## src/rtl/ahpc_pkg.sv

```systemverilog
// Shared constants, types and state codes for the average hash pair compare unit.
`default_nettype none

package ahpc_pkg;

   // Field widths fixed by the interface.
   localparam int PIXEL_W       = 8;
   localparam int SUM_W         = 14;
   localparam int DIST_W        = 7;
   localparam int THRESH_W      = 7;
   localparam int HASH_OUT_W    = 64;
   localparam int HASH_BITS_DEF = 64;

   localparam logic [THRESH_W-1:0] THRESH_RESET = 7'd11;

   // Controller states: load pixels, scan the stores, push the result.
   typedef enum logic [1:0] {
      ST_LOAD,
      ST_SCAN,
      ST_PUSH
   } state_type;

   // Strobes from the controller to each hash lane.
   typedef struct packed {
      logic wr_en;
      logic rd_en;
      logic shift_en;
      logic in_range;
      logic clear_sum;
   } lane_ctrl_type;

endpackage

`default_nettype wire

```

## src/rtl/average_hash_pair_compare_unit.sv

```systemverilog
// Top level of the average hash pair compare unit.
//
//   Channel  Direction  Handshake              Payload
//   req      in         req_valid / req_stall  req_pixel_a, req_pixel_b, req_last_pixel
//   rsp      out        rsp_valid / rsp_stall  rsp_hash_a, rsp_hash_b, rsp_distance,
//                                              rsp_is_match
//   csr      in         csr_valid / csr_ready  csr_match_threshold
//
// Pixel pair requests are taken without stall while loading a frame.
// The frame end starts a scan: the stores are read one entry per cycle and
// each hash gets one bit per cycle, then the push state moves the result
// into the output register. A waiting result does not block loading of the
// next frame; a stalled result holds only the push of the next one. Reset is
// synchronous; threshold resets to 11.
`default_nettype none

module average_hash_pair_compare_unit #(
   parameter int HASH_BITS = ahpc_pkg::HASH_BITS_DEF
) (
   input  wire                                  clock,
   input  wire                                  reset,
   input  wire                                  req_valid,
   output logic                                 req_stall,
   input  wire [ahpc_pkg::PIXEL_W-1:0]          req_pixel_a,
   input  wire [ahpc_pkg::PIXEL_W-1:0]          req_pixel_b,
   input  wire                                  req_last_pixel,
   output logic                                 rsp_valid,
   input  wire                                  rsp_stall,
   output logic [ahpc_pkg::HASH_OUT_W-1:0]      rsp_hash_a,
   output logic [ahpc_pkg::HASH_OUT_W-1:0]      rsp_hash_b,
   output logic [ahpc_pkg::DIST_W-1:0]          rsp_distance,
   output logic                                 rsp_is_match,
   input  wire                                  csr_valid,
   output logic                                 csr_ready,
   input  wire [ahpc_pkg::THRESH_W-1:0]         csr_match_threshold
);

   localparam int IdxW = $clog2(HASH_BITS);
   localparam int OutW = ahpc_pkg::HASH_OUT_W;

   ahpc_pkg::lane_ctrl_type lane_ctrl;
   logic [IdxW-1:0]         wr_addr;
   logic [IdxW-1:0]         rd_addr;
   logic [IdxW:0]           frame_len;
   logic                    cmp_bit_a, cmp_bit_b;
   logic [HASH_BITS-1:0]    hash_a, hash_b;
   logic [HASH_BITS-1:0]    out_hash_a, out_hash_b;

   // The threshold register accepts a write in any cycle.
   assign csr_ready = 1'b1;

   ahpc_ctrl #(
      .HASH_BITS(HASH_BITS)
   ) u_ctrl (
      .clock               (clock),
      .reset               (reset),
      .req_valid           (req_valid),
      .req_stall           (req_stall),
      .req_last_pixel      (req_last_pixel),
      .csr_valid           (csr_valid),
      .csr_match_threshold (csr_match_threshold),
      .lane_ctrl           (lane_ctrl),
      .wr_addr             (wr_addr),
      .rd_addr             (rd_addr),
      .frame_len           (frame_len),
      .cmp_bit_a           (cmp_bit_a),
      .cmp_bit_b           (cmp_bit_b),
      .hash_a              (hash_a),
      .hash_b              (hash_b),
      .rsp_valid           (rsp_valid),
      .rsp_stall           (rsp_stall),
      .rsp_hash_a          (out_hash_a),
      .rsp_hash_b          (out_hash_b),
      .rsp_distance        (rsp_distance),
      .rsp_is_match        (rsp_is_match)
   );

   // First image lane.
   ahpc_hash_lane #(
      .HASH_BITS(HASH_BITS)
   ) u_lane_a (
      .clock     (clock),
      .reset     (reset),
      .ctrl      (lane_ctrl),
      .wr_addr   (wr_addr),
      .wr_pixel  (req_pixel_a),
      .rd_addr   (rd_addr),
      .frame_len (frame_len),
      .cmp_bit   (cmp_bit_a),
      .hash      (hash_a)
   );

   // Second image lane.
   ahpc_hash_lane #(
      .HASH_BITS(HASH_BITS)
   ) u_lane_b (
      .clock     (clock),
      .reset     (reset),
      .ctrl      (lane_ctrl),
      .wr_addr   (wr_addr),
      .wr_pixel  (req_pixel_b),
      .rd_addr   (rd_addr),
      .frame_len (frame_len),
      .cmp_bit   (cmp_bit_b),
      .hash      (hash_b)
   );

   // Hash bits above HASH_BITS read as zero.
   assign rsp_hash_a = OutW'(out_hash_a);
   assign rsp_hash_b = OutW'(out_hash_b);

endmodule

`default_nettype wire

```

## src/rtl/ahpc_hash_lane.sv

```systemverilog
// One image lane: pixel store, running sum, mean compare and hash shift register.
`default_nettype none

module ahpc_hash_lane #(
   parameter int HASH_BITS = ahpc_pkg::HASH_BITS_DEF
) (
   input  wire                                  clock,
   input  wire                                  reset,
   input  wire ahpc_pkg::lane_ctrl_type         ctrl,
   input  wire [$clog2(HASH_BITS)-1:0]          wr_addr,
   input  wire [ahpc_pkg::PIXEL_W-1:0]          wr_pixel,
   input  wire [$clog2(HASH_BITS)-1:0]          rd_addr,
   input  wire [$clog2(HASH_BITS):0]            frame_len,
   output logic                                 cmp_bit,
   output logic [HASH_BITS-1:0]                 hash
);

   localparam int IdxW  = $clog2(HASH_BITS);
   localparam int ProdW = ahpc_pkg::PIXEL_W + IdxW + 1;
   localparam int CmpW  = (ProdW > ahpc_pkg::SUM_W) ? ProdW : ahpc_pkg::SUM_W;

   logic [ahpc_pkg::PIXEL_W-1:0] store_mem [HASH_BITS];
   logic [ahpc_pkg::PIXEL_W-1:0] rd_data_ff;
   logic [ahpc_pkg::SUM_W-1:0]   sum_ff;
   logic [ahpc_pkg::SUM_W-1:0]   sum_in;
   logic [HASH_BITS-1:0]         hash_ff;
   logic [ProdW-1:0]             product;

   // Pixel store with one write port and a registered read port.
   always_ff @(posedge clock) begin
      if (ctrl.wr_en) begin
         store_mem[wr_addr] <= wr_pixel;
      end
      if (ctrl.rd_en) begin
         rd_data_ff <= store_mem[rd_addr];
      end
   end

   // Running sum wraps at its register width and clears after each frame.
   always_comb begin
      sum_in = sum_ff;
      if (ctrl.clear_sum) begin
         sum_in = '0;
      end else if (ctrl.wr_en) begin
         sum_in = sum_ff + ahpc_pkg::SUM_W'(wr_pixel);
      end
   end

   always_ff @(posedge clock) begin
      if (reset) begin
         sum_ff <= '0;
      end else begin
         sum_ff <= sum_in;
      end
   end

   // Pixel is above the mean when pixel times frame length exceeds the sum.
   assign product = ProdW'(rd_data_ff) * ProdW'(frame_len);
   assign cmp_bit = ctrl.in_range && (CmpW'(product) > CmpW'(sum_ff));

   // Hash bits enter at the top, so after a full pass bit i belongs to pixel i.
   always_ff @(posedge clock) begin
      if (ctrl.shift_en) begin
         hash_ff <= {cmp_bit, hash_ff[HASH_BITS-1:1]};
      end
   end

   assign hash = hash_ff;

endmodule

`default_nettype wire

```

## src/rtl/ahpc_ctrl.sv

```systemverilog
// Sequencer: pixel counting, store scan, distance count and result register.
`default_nettype none

module ahpc_ctrl #(
   parameter int HASH_BITS = ahpc_pkg::HASH_BITS_DEF
) (
   input  wire                                  clock,
   input  wire                                  reset,
   // Request side.
   input  wire                                  req_valid,
   output logic                                 req_stall,
   input  wire                                  req_last_pixel,
   // Threshold register write.
   input  wire                                  csr_valid,
   input  wire [ahpc_pkg::THRESH_W-1:0]         csr_match_threshold,
   // Lane control.
   output ahpc_pkg::lane_ctrl_type              lane_ctrl,
   output logic [$clog2(HASH_BITS)-1:0]         wr_addr,
   output logic [$clog2(HASH_BITS)-1:0]         rd_addr,
   output logic [$clog2(HASH_BITS):0]           frame_len,
   input  wire                                  cmp_bit_a,
   input  wire                                  cmp_bit_b,
   input  wire [HASH_BITS-1:0]                  hash_a,
   input  wire [HASH_BITS-1:0]                  hash_b,
   // Result side.
   output logic                                 rsp_valid,
   input  wire                                  rsp_stall,
   output logic [HASH_BITS-1:0]                 rsp_hash_a,
   output logic [HASH_BITS-1:0]                 rsp_hash_b,
   output logic [ahpc_pkg::DIST_W-1:0]          rsp_distance,
   output logic                                 rsp_is_match
);

   localparam int IdxW = $clog2(HASH_BITS);
   localparam int CntW = IdxW + 1;

   ahpc_pkg::state_type          state_ff, state_in;
   logic [IdxW-1:0]              pos_ff, pos_in;
   logic [CntW-1:0]              len_ff, len_in;
   logic [CntW-1:0]              scan_cnt_ff, scan_cnt_in;
   logic [IdxW-1:0]              cmp_idx_ff;
   logic                         cmp_valid_ff;
   logic [ahpc_pkg::DIST_W-1:0]  dist_ff, dist_in;
   logic [ahpc_pkg::THRESH_W-1:0] thresh_ff;
   logic                         rsp_valid_ff, rsp_valid_in;
   logic [HASH_BITS-1:0]         out_hash_a_ff, out_hash_b_ff;
   logic [ahpc_pkg::DIST_W-1:0]  out_dist_ff;
   logic                         out_match_ff;

   logic accept, frame_end, scan_issue, scan_done, push, rsp_taken;

   assign accept     = req_valid && !req_stall;
   assign frame_end  = req_last_pixel || (pos_ff == IdxW'(HASH_BITS - 1));
   assign scan_done  = (scan_cnt_ff == CntW'(HASH_BITS));
   assign rsp_taken  = rsp_valid_ff && !rsp_stall;

   // Next-state logic.
   always_comb begin
      state_in = state_ff;
      case (state_ff)
         ahpc_pkg::ST_LOAD: begin
            if (req_valid && frame_end) begin
               state_in = ahpc_pkg::ST_SCAN;
            end
         end
         ahpc_pkg::ST_SCAN: begin
            if (scan_done) begin
               state_in = ahpc_pkg::ST_PUSH;
            end
         end
         ahpc_pkg::ST_PUSH: begin
            if (!rsp_valid_ff || !rsp_stall) begin
               state_in = ahpc_pkg::ST_LOAD;
            end
         end
         default: state_in = ahpc_pkg::ST_LOAD;
      endcase
   end

   // State-dependent outputs and strobes.
   always_comb begin
      req_stall  = 1'b1;
      scan_issue = 1'b0;
      push       = 1'b0;
      case (state_ff)
         ahpc_pkg::ST_LOAD: req_stall  = 1'b0;
         ahpc_pkg::ST_SCAN: scan_issue = !scan_done;
         ahpc_pkg::ST_PUSH: push       = !rsp_valid_ff || !rsp_stall;
         default:           req_stall  = 1'b1;
      endcase
   end

   always_ff @(posedge clock) begin
      if (reset) begin
         state_ff <= ahpc_pkg::ST_LOAD;
      end else begin
         state_ff <= state_in;
      end
   end

   // Pixel position and frame length; the frame ends on the mark or a full store.
   always_comb begin
      pos_in = pos_ff;
      len_in = len_ff;
      if (accept) begin
         if (frame_end) begin
            pos_in = '0;
            len_in = CntW'(pos_ff) + CntW'(1);
         end else begin
            pos_in = pos_ff + IdxW'(1);
         end
      end
   end

   // Scan counter issues one store read per cycle; the compare follows in the next cycle.
   always_comb begin
      scan_cnt_in = scan_cnt_ff;
      if (accept && frame_end) begin
         scan_cnt_in = '0;
      end else if (scan_issue) begin
         scan_cnt_in = scan_cnt_ff + CntW'(1);
      end
   end

   // Distance counts differing hash bits as they leave the compare.
   always_comb begin
      dist_in = dist_ff;
      if (accept && frame_end) begin
         dist_in = '0;
      end else if (cmp_valid_ff && (cmp_bit_a != cmp_bit_b)) begin
         dist_in = dist_ff + ahpc_pkg::DIST_W'(1);
      end
   end

   always_ff @(posedge clock) begin
      if (reset) begin
         pos_ff       <= '0;
         len_ff       <= '0;
         scan_cnt_ff  <= '0;
         cmp_valid_ff <= 1'b0;
         dist_ff      <= '0;
      end else begin
         pos_ff       <= pos_in;
         len_ff       <= len_in;
         scan_cnt_ff  <= scan_cnt_in;
         cmp_valid_ff <= scan_issue;
         dist_ff      <= dist_in;
      end
   end

   always_ff @(posedge clock) begin
      if (scan_issue) begin
         cmp_idx_ff <= scan_cnt_ff[IdxW-1:0];
      end
   end

   // Threshold register; writes are always taken.
   always_ff @(posedge clock) begin
      if (reset) begin
         thresh_ff <= ahpc_pkg::THRESH_RESET;
      end else if (csr_valid) begin
         thresh_ff <= csr_match_threshold;
      end
   end

   // Result register frees the lanes for the next frame while it waits.
   always_comb begin
      rsp_valid_in = rsp_valid_ff;
      if (push) begin
         rsp_valid_in = 1'b1;
      end else if (rsp_taken) begin
         rsp_valid_in = 1'b0;
      end
   end

   always_ff @(posedge clock) begin
      if (reset) begin
         rsp_valid_ff <= 1'b0;
      end else begin
         rsp_valid_ff <= rsp_valid_in;
      end
   end

   always_ff @(posedge clock) begin
      if (push) begin
         out_hash_a_ff <= hash_a;
         out_hash_b_ff <= hash_b;
         out_dist_ff   <= dist_ff;
         out_match_ff  <= (dist_ff <= thresh_ff);
      end
   end

   // Lane strobes.
   always_comb begin
      lane_ctrl.wr_en     = accept;
      lane_ctrl.rd_en     = scan_issue;
      lane_ctrl.shift_en  = cmp_valid_ff;
      lane_ctrl.in_range  = (CntW'(cmp_idx_ff) < len_ff);
      lane_ctrl.clear_sum = push;
   end

   assign wr_addr      = pos_ff;
   assign rd_addr      = scan_cnt_ff[IdxW-1:0];
   assign frame_len    = len_ff;
   assign rsp_valid    = rsp_valid_ff;
   assign rsp_hash_a   = out_hash_a_ff;
   assign rsp_hash_b   = out_hash_b_ff;
   assign rsp_distance = out_dist_ff;
   assign rsp_is_match = out_match_ff;

endmodule

`default_nettype wire

```

## config.mk

```make
export PLATFORM = sky130hd
export DESIGN_NAME = average_hash_pair_compare_unit
export DESIGN_NICKNAME = d
export VERILOG_FILES = /design/src/rtl/ahpc_pkg.sv /design/src/rtl/average_hash_pair_compare_unit.sv /design/src/rtl/ahpc_hash_lane.sv /design/src/rtl/ahpc_ctrl.sv
export SDC_FILE = /design/constraint.sdc
export NUM_CORES = 2
export LEC_CHECK = 0
export BUFFER_PORTS_ARGS = -buffer_cell sky130_fd_sc_hd__buf_2
export CAP_MARGIN = 0
export CORE_AREA = 2 2 313 438
export CTS_CLUSTER_DIAMETER = 200
export DETAILED_ROUTE_END_ITERATION = 6
export DIE_AREA = 0 0 315 440
export GPL_TIMING_DRIVEN = 0
export PLACE_DENSITY_LB_ADDON = 0.05
export SLEW_MARGIN = 25
export SYNTH_ARGS = -nofsm -noshare
export SYNTH_HDL_FRONTEND = slang
export SYNTH_HIERARCHICAL = 1
export SYNTH_SLANG_ARGS = --single-unit
```

## constraint.sdc

```tcl
create_clock -name clock -period 9.95 [get_ports clock]
set_input_delay 0.4975 -clock clock [delete_from_list [all_inputs] [get_ports clock]]
set_output_delay 0.4975 -clock clock [all_outputs]
set_load 0.02 [all_outputs]
```

==> results.yml <==
final_layout:
  areaGrowthSynthToFinish_pct: 13.94
  drive_above_1_share: 0.2049
  final_nets: 3602
  final_util: 0.4741
worst_setup_path:
  cp_max_fo: 18
  cpMostUsedCell: "fa_1"
  crit_path_max_incr_delay_ns: 0.73
  critPathLaunchType: "flip-flop"
  r2r_end: "u_ctrl/dist_ff[5]$_SDFFE_PP0P_"
  worstSetupEndpoint: "u_ctrl/dist_ff[5]$_SDFFE_PP0P_"
  reg2reg_from: "u_ctrl/frame_len[4]$_SDFFE_PP0P_"
  cpMaxStageDelayCell: "dfxtp_1"
  crit_type: "reg -> reg"
  arrival_ns: 7.60
  cp_data_required_time_ns: 10.60
  crit_chain: "and2_1, fa_1, fa_1, fa_1, inv_1, fa_1, inv_1, ha_1, o211ai_1, a21oi_1, o41a_1, a21o_1, a21oi_1, xnor2_1, ha_1, a2111oi_0, a31oi_1, o21ai_0, a21boi_1, xnor2_1, nor3_1, xnor2_1, nor2_1"
  r2r_slack_ns: 3.00
  worstSetupEndpointType: "flip-flop"
  cp-startpoint: "u_ctrl/frame_len[4]$_SDFFE_PP0P_"
  rr_worst_depth: 23
clock_tree:
  clock-root-buffer: "clkbuf_16"
  numCtsBuffers: 137
  clk_pin_slew_worst_paths_ns: 0.06
  ctsHtreeMaxLevel: 4
  clockBufferDepth: 3
  cts_tree: "done"
  clk_latency_ns: 0.77
  clock-sinks: 1376
  cts_setup_buffers: 0
yosys:
  yosysTopAreaCell: "edfxtp_1"
  synth_nets: 3277
  synthTopCellsByCount: "edfxtp_1, mux4_2, nor2_1"
  netlist_top_cells_area: "edfxtp_1, mux4_2, ha_1"
  ys_seq_elements: 1376
  synth_area_per_cell_sq_um: 18.36
  synthCells: 3062
  synthFlopType: "edfxtp_1"
  synth_top_cell_area_share: 0.6996
  synthArstFlopShare: 0
  synth_edf_count: 1310
  yosysMostFrequentCell: "edfxtp_1"
  syn_area_sq_um: 56230
  ys_warn_count: 6
  synth_cell_type_count: 72
  ys_seq_area_frac: 0.7231
route:
  drc_errors: 0
  firstDrtPassIters: 5
  antenna_left: 0
  drt-vias-per-instance: 5.515
  post_drt_wl_per_cell_um: 26.31
  drt_iter0_drc: 2224
  drt_wl_total_um: 138900
  dr_total_vias: 29110
sta:
  fin_crit_sh: 0.6984
  fin_ws_ns: 3.001
  fmax_ghz: 0.1439
  slew_viol_final: 0
  worstMarginPinSlew_ns: 1.059
  post-route-min-period_ns: 6.949
  rsz0062_at_grt: "no"
  relSlewSlack: 0.2914
  fin_setup_tns_ns: 0
  final.setup_skew_ns: 0.02050
  setup_viol: 0
  hold_viol_final: 0
hold_path:
  holdCritStartpoint: "reset"
  hp-class: "in -> reg"
global_routing:
  track_usage: 0.2026
  grt_pass1_wl_um: 203000
  grt_pass1_vias: 30260
  antenna_found_initial: 4
  grt.overflow.total: 0
  grt_max_degree: 77
floorplan:
  num_rows: 160
  core-area_sq_um: 135100
  start_util: 0.4161
  fp.dieW_um: 315
  io_pins: 168
  dieArea_sq_um: 138600
  die_y_um: 440
placed_design:
  dp_hpwl_um: 92850
  portBuffers: 165
  dpl_worst_slack_ns: 2.921
  place_congestion: 0.8245
job:
  drv_cap: 0
pwr:
  leakagePower_nw: 20.95
  p_per_area_nw_per_um2: 189.6
  peakVddDrop_uv: 158.1
  fin_total_pwr_mw: 12.15
outcome:
  status: "finished clean"
## stage by stage
stage	instance area (sq um)	hold slack, ns	instances
detailed placement	59650	0.4115	5023
global route	64060	0.04475	5277
floorplan	56230	0.4003	3062
CTS	64060	0.005217	5277
global placement	59280	0.4028	5009
finish	64070	0.06485	5278
## area by class of cell
cell class / instances / area [sq um]
sequential: 1376 / 40660
multi-input combinational: 1450 / 14490
buffer: 123 / 714.4
clock inverter: 79 / 732.0
inverter: 113 / 424.2
timing repair buffer: 186 / 1201
tap: 1782 / 2230
antenna: 1 / 2.502
fill: 11390 / 71060
clock buffer: 168 / 3607
## critical path, delay by kind of cell (launching register included)
family,cells,cell delay (ns)
fa+ha+maj,6,2.72
compound gates,9,2.16
xor+xnor,3,0.51
buf+inv,2,0.11
simple gates,3,0.58
flops,1,0.73
## power by group
part	internal, mW	switching (mW)
combinational	0.280	0.436
sequential	6.37	0.0377
clock	2.83	2.19
## worst min path at each step
stage | end | slack (ns) | cells past startpoint
finish | u_ctrl/wr_addr[5]$_SDFFE_PP0N_ | 0.06 | 2
global route | u_ctrl/wr_addr[5]$_SDFFE_PP0N_ | 0.04 | 2
CTS | u_ctrl/wr_addr[5]$_SDFFE_PP0N_ | 0.005 | 2
detailed placement | u_ctrl/rsp_hash_b[0]$_DFFE_PP_ | 0.41 | 0
global placement | u_ctrl/rsp_hash_a[0]$_DFFE_PP_ | 0.40 | 0
floorplan | u_ctrl/rsp_hash_a[0]$_DFFE_PP_ | 0.40 | 0
## cells by family (layout without fill, tap and decap cells)
group,after synthesis,after routing,synth area share
mux,282,282,0.1072
buf+inv,236,669,0.02012
compound gates,303,303,0.03765
flops,1376,1376,0.7231
fa+ha+maj,186,186,0.04940
xor+xnor,58,58,0.009034
other cells,1,2,0.00006669
simple gates,620,620,0.05345
## repair_timing
action / 4_1_cts / 5_1_grt
hold buffers: 7 / 0
gates resized for setup: 0 / 0
endpoints found under the hold margin: 7 / 0
## registers in the layout (all words and copies together) (netlist names), 2 cells and up
register,flops
u_ctrl/cmp_idx_ff,6
u_ctrl/dist_ff,7
u_ctrl/frame_len,7
u_ctrl/rsp_distance,7
u_ctrl/rsp_hash_a,64
u_ctrl/rsp_hash_b,64
u_ctrl/scan_cnt_ff,7
u_ctrl/state_ff,2
u_ctrl/thresh_ff,7
u_ctrl/wr_addr,6
u_lane_a/hash,64
u_lane_a/rd_data_ff,8
u_lane_a/store_mem,512
u_lane_a/sum_ff,14
u_lane_b/hash,64
u_lane_b/rd_data_ff,8
u_lane_b/store_mem,512
u_lane_b/sum_ff,14
## layout by cell type (no fill, tap or decap), types with 76 or more instances in the layout
| master | instances |
|---|---|
| mux4_2 | 256 |
| ha_1 | 126 |
| clkbuf_1 | 76 |
| and2_1 | 96 |
| clkbuf_16 | 139 |
| buf_2 | 171 |
| nor2_1 | 221 |
| edfxtp_1 | 1310 |
| inv_1 | 113 |
| nand2_1 | 110 |
## routing by layer
layer | GRT usage | vias up | part of all wire
met5 | 0 | - | 0.000072
met3 | 0.03336 | 227 | 0.051
li1 | - | 12750 | -
met2 | 0.3620 | 910 | 0.53
met4 | 0.07450 | 2 | 0.034
met1 | 0.2457 | 15220 | 0.39
(Power assumes the default switching activity.)
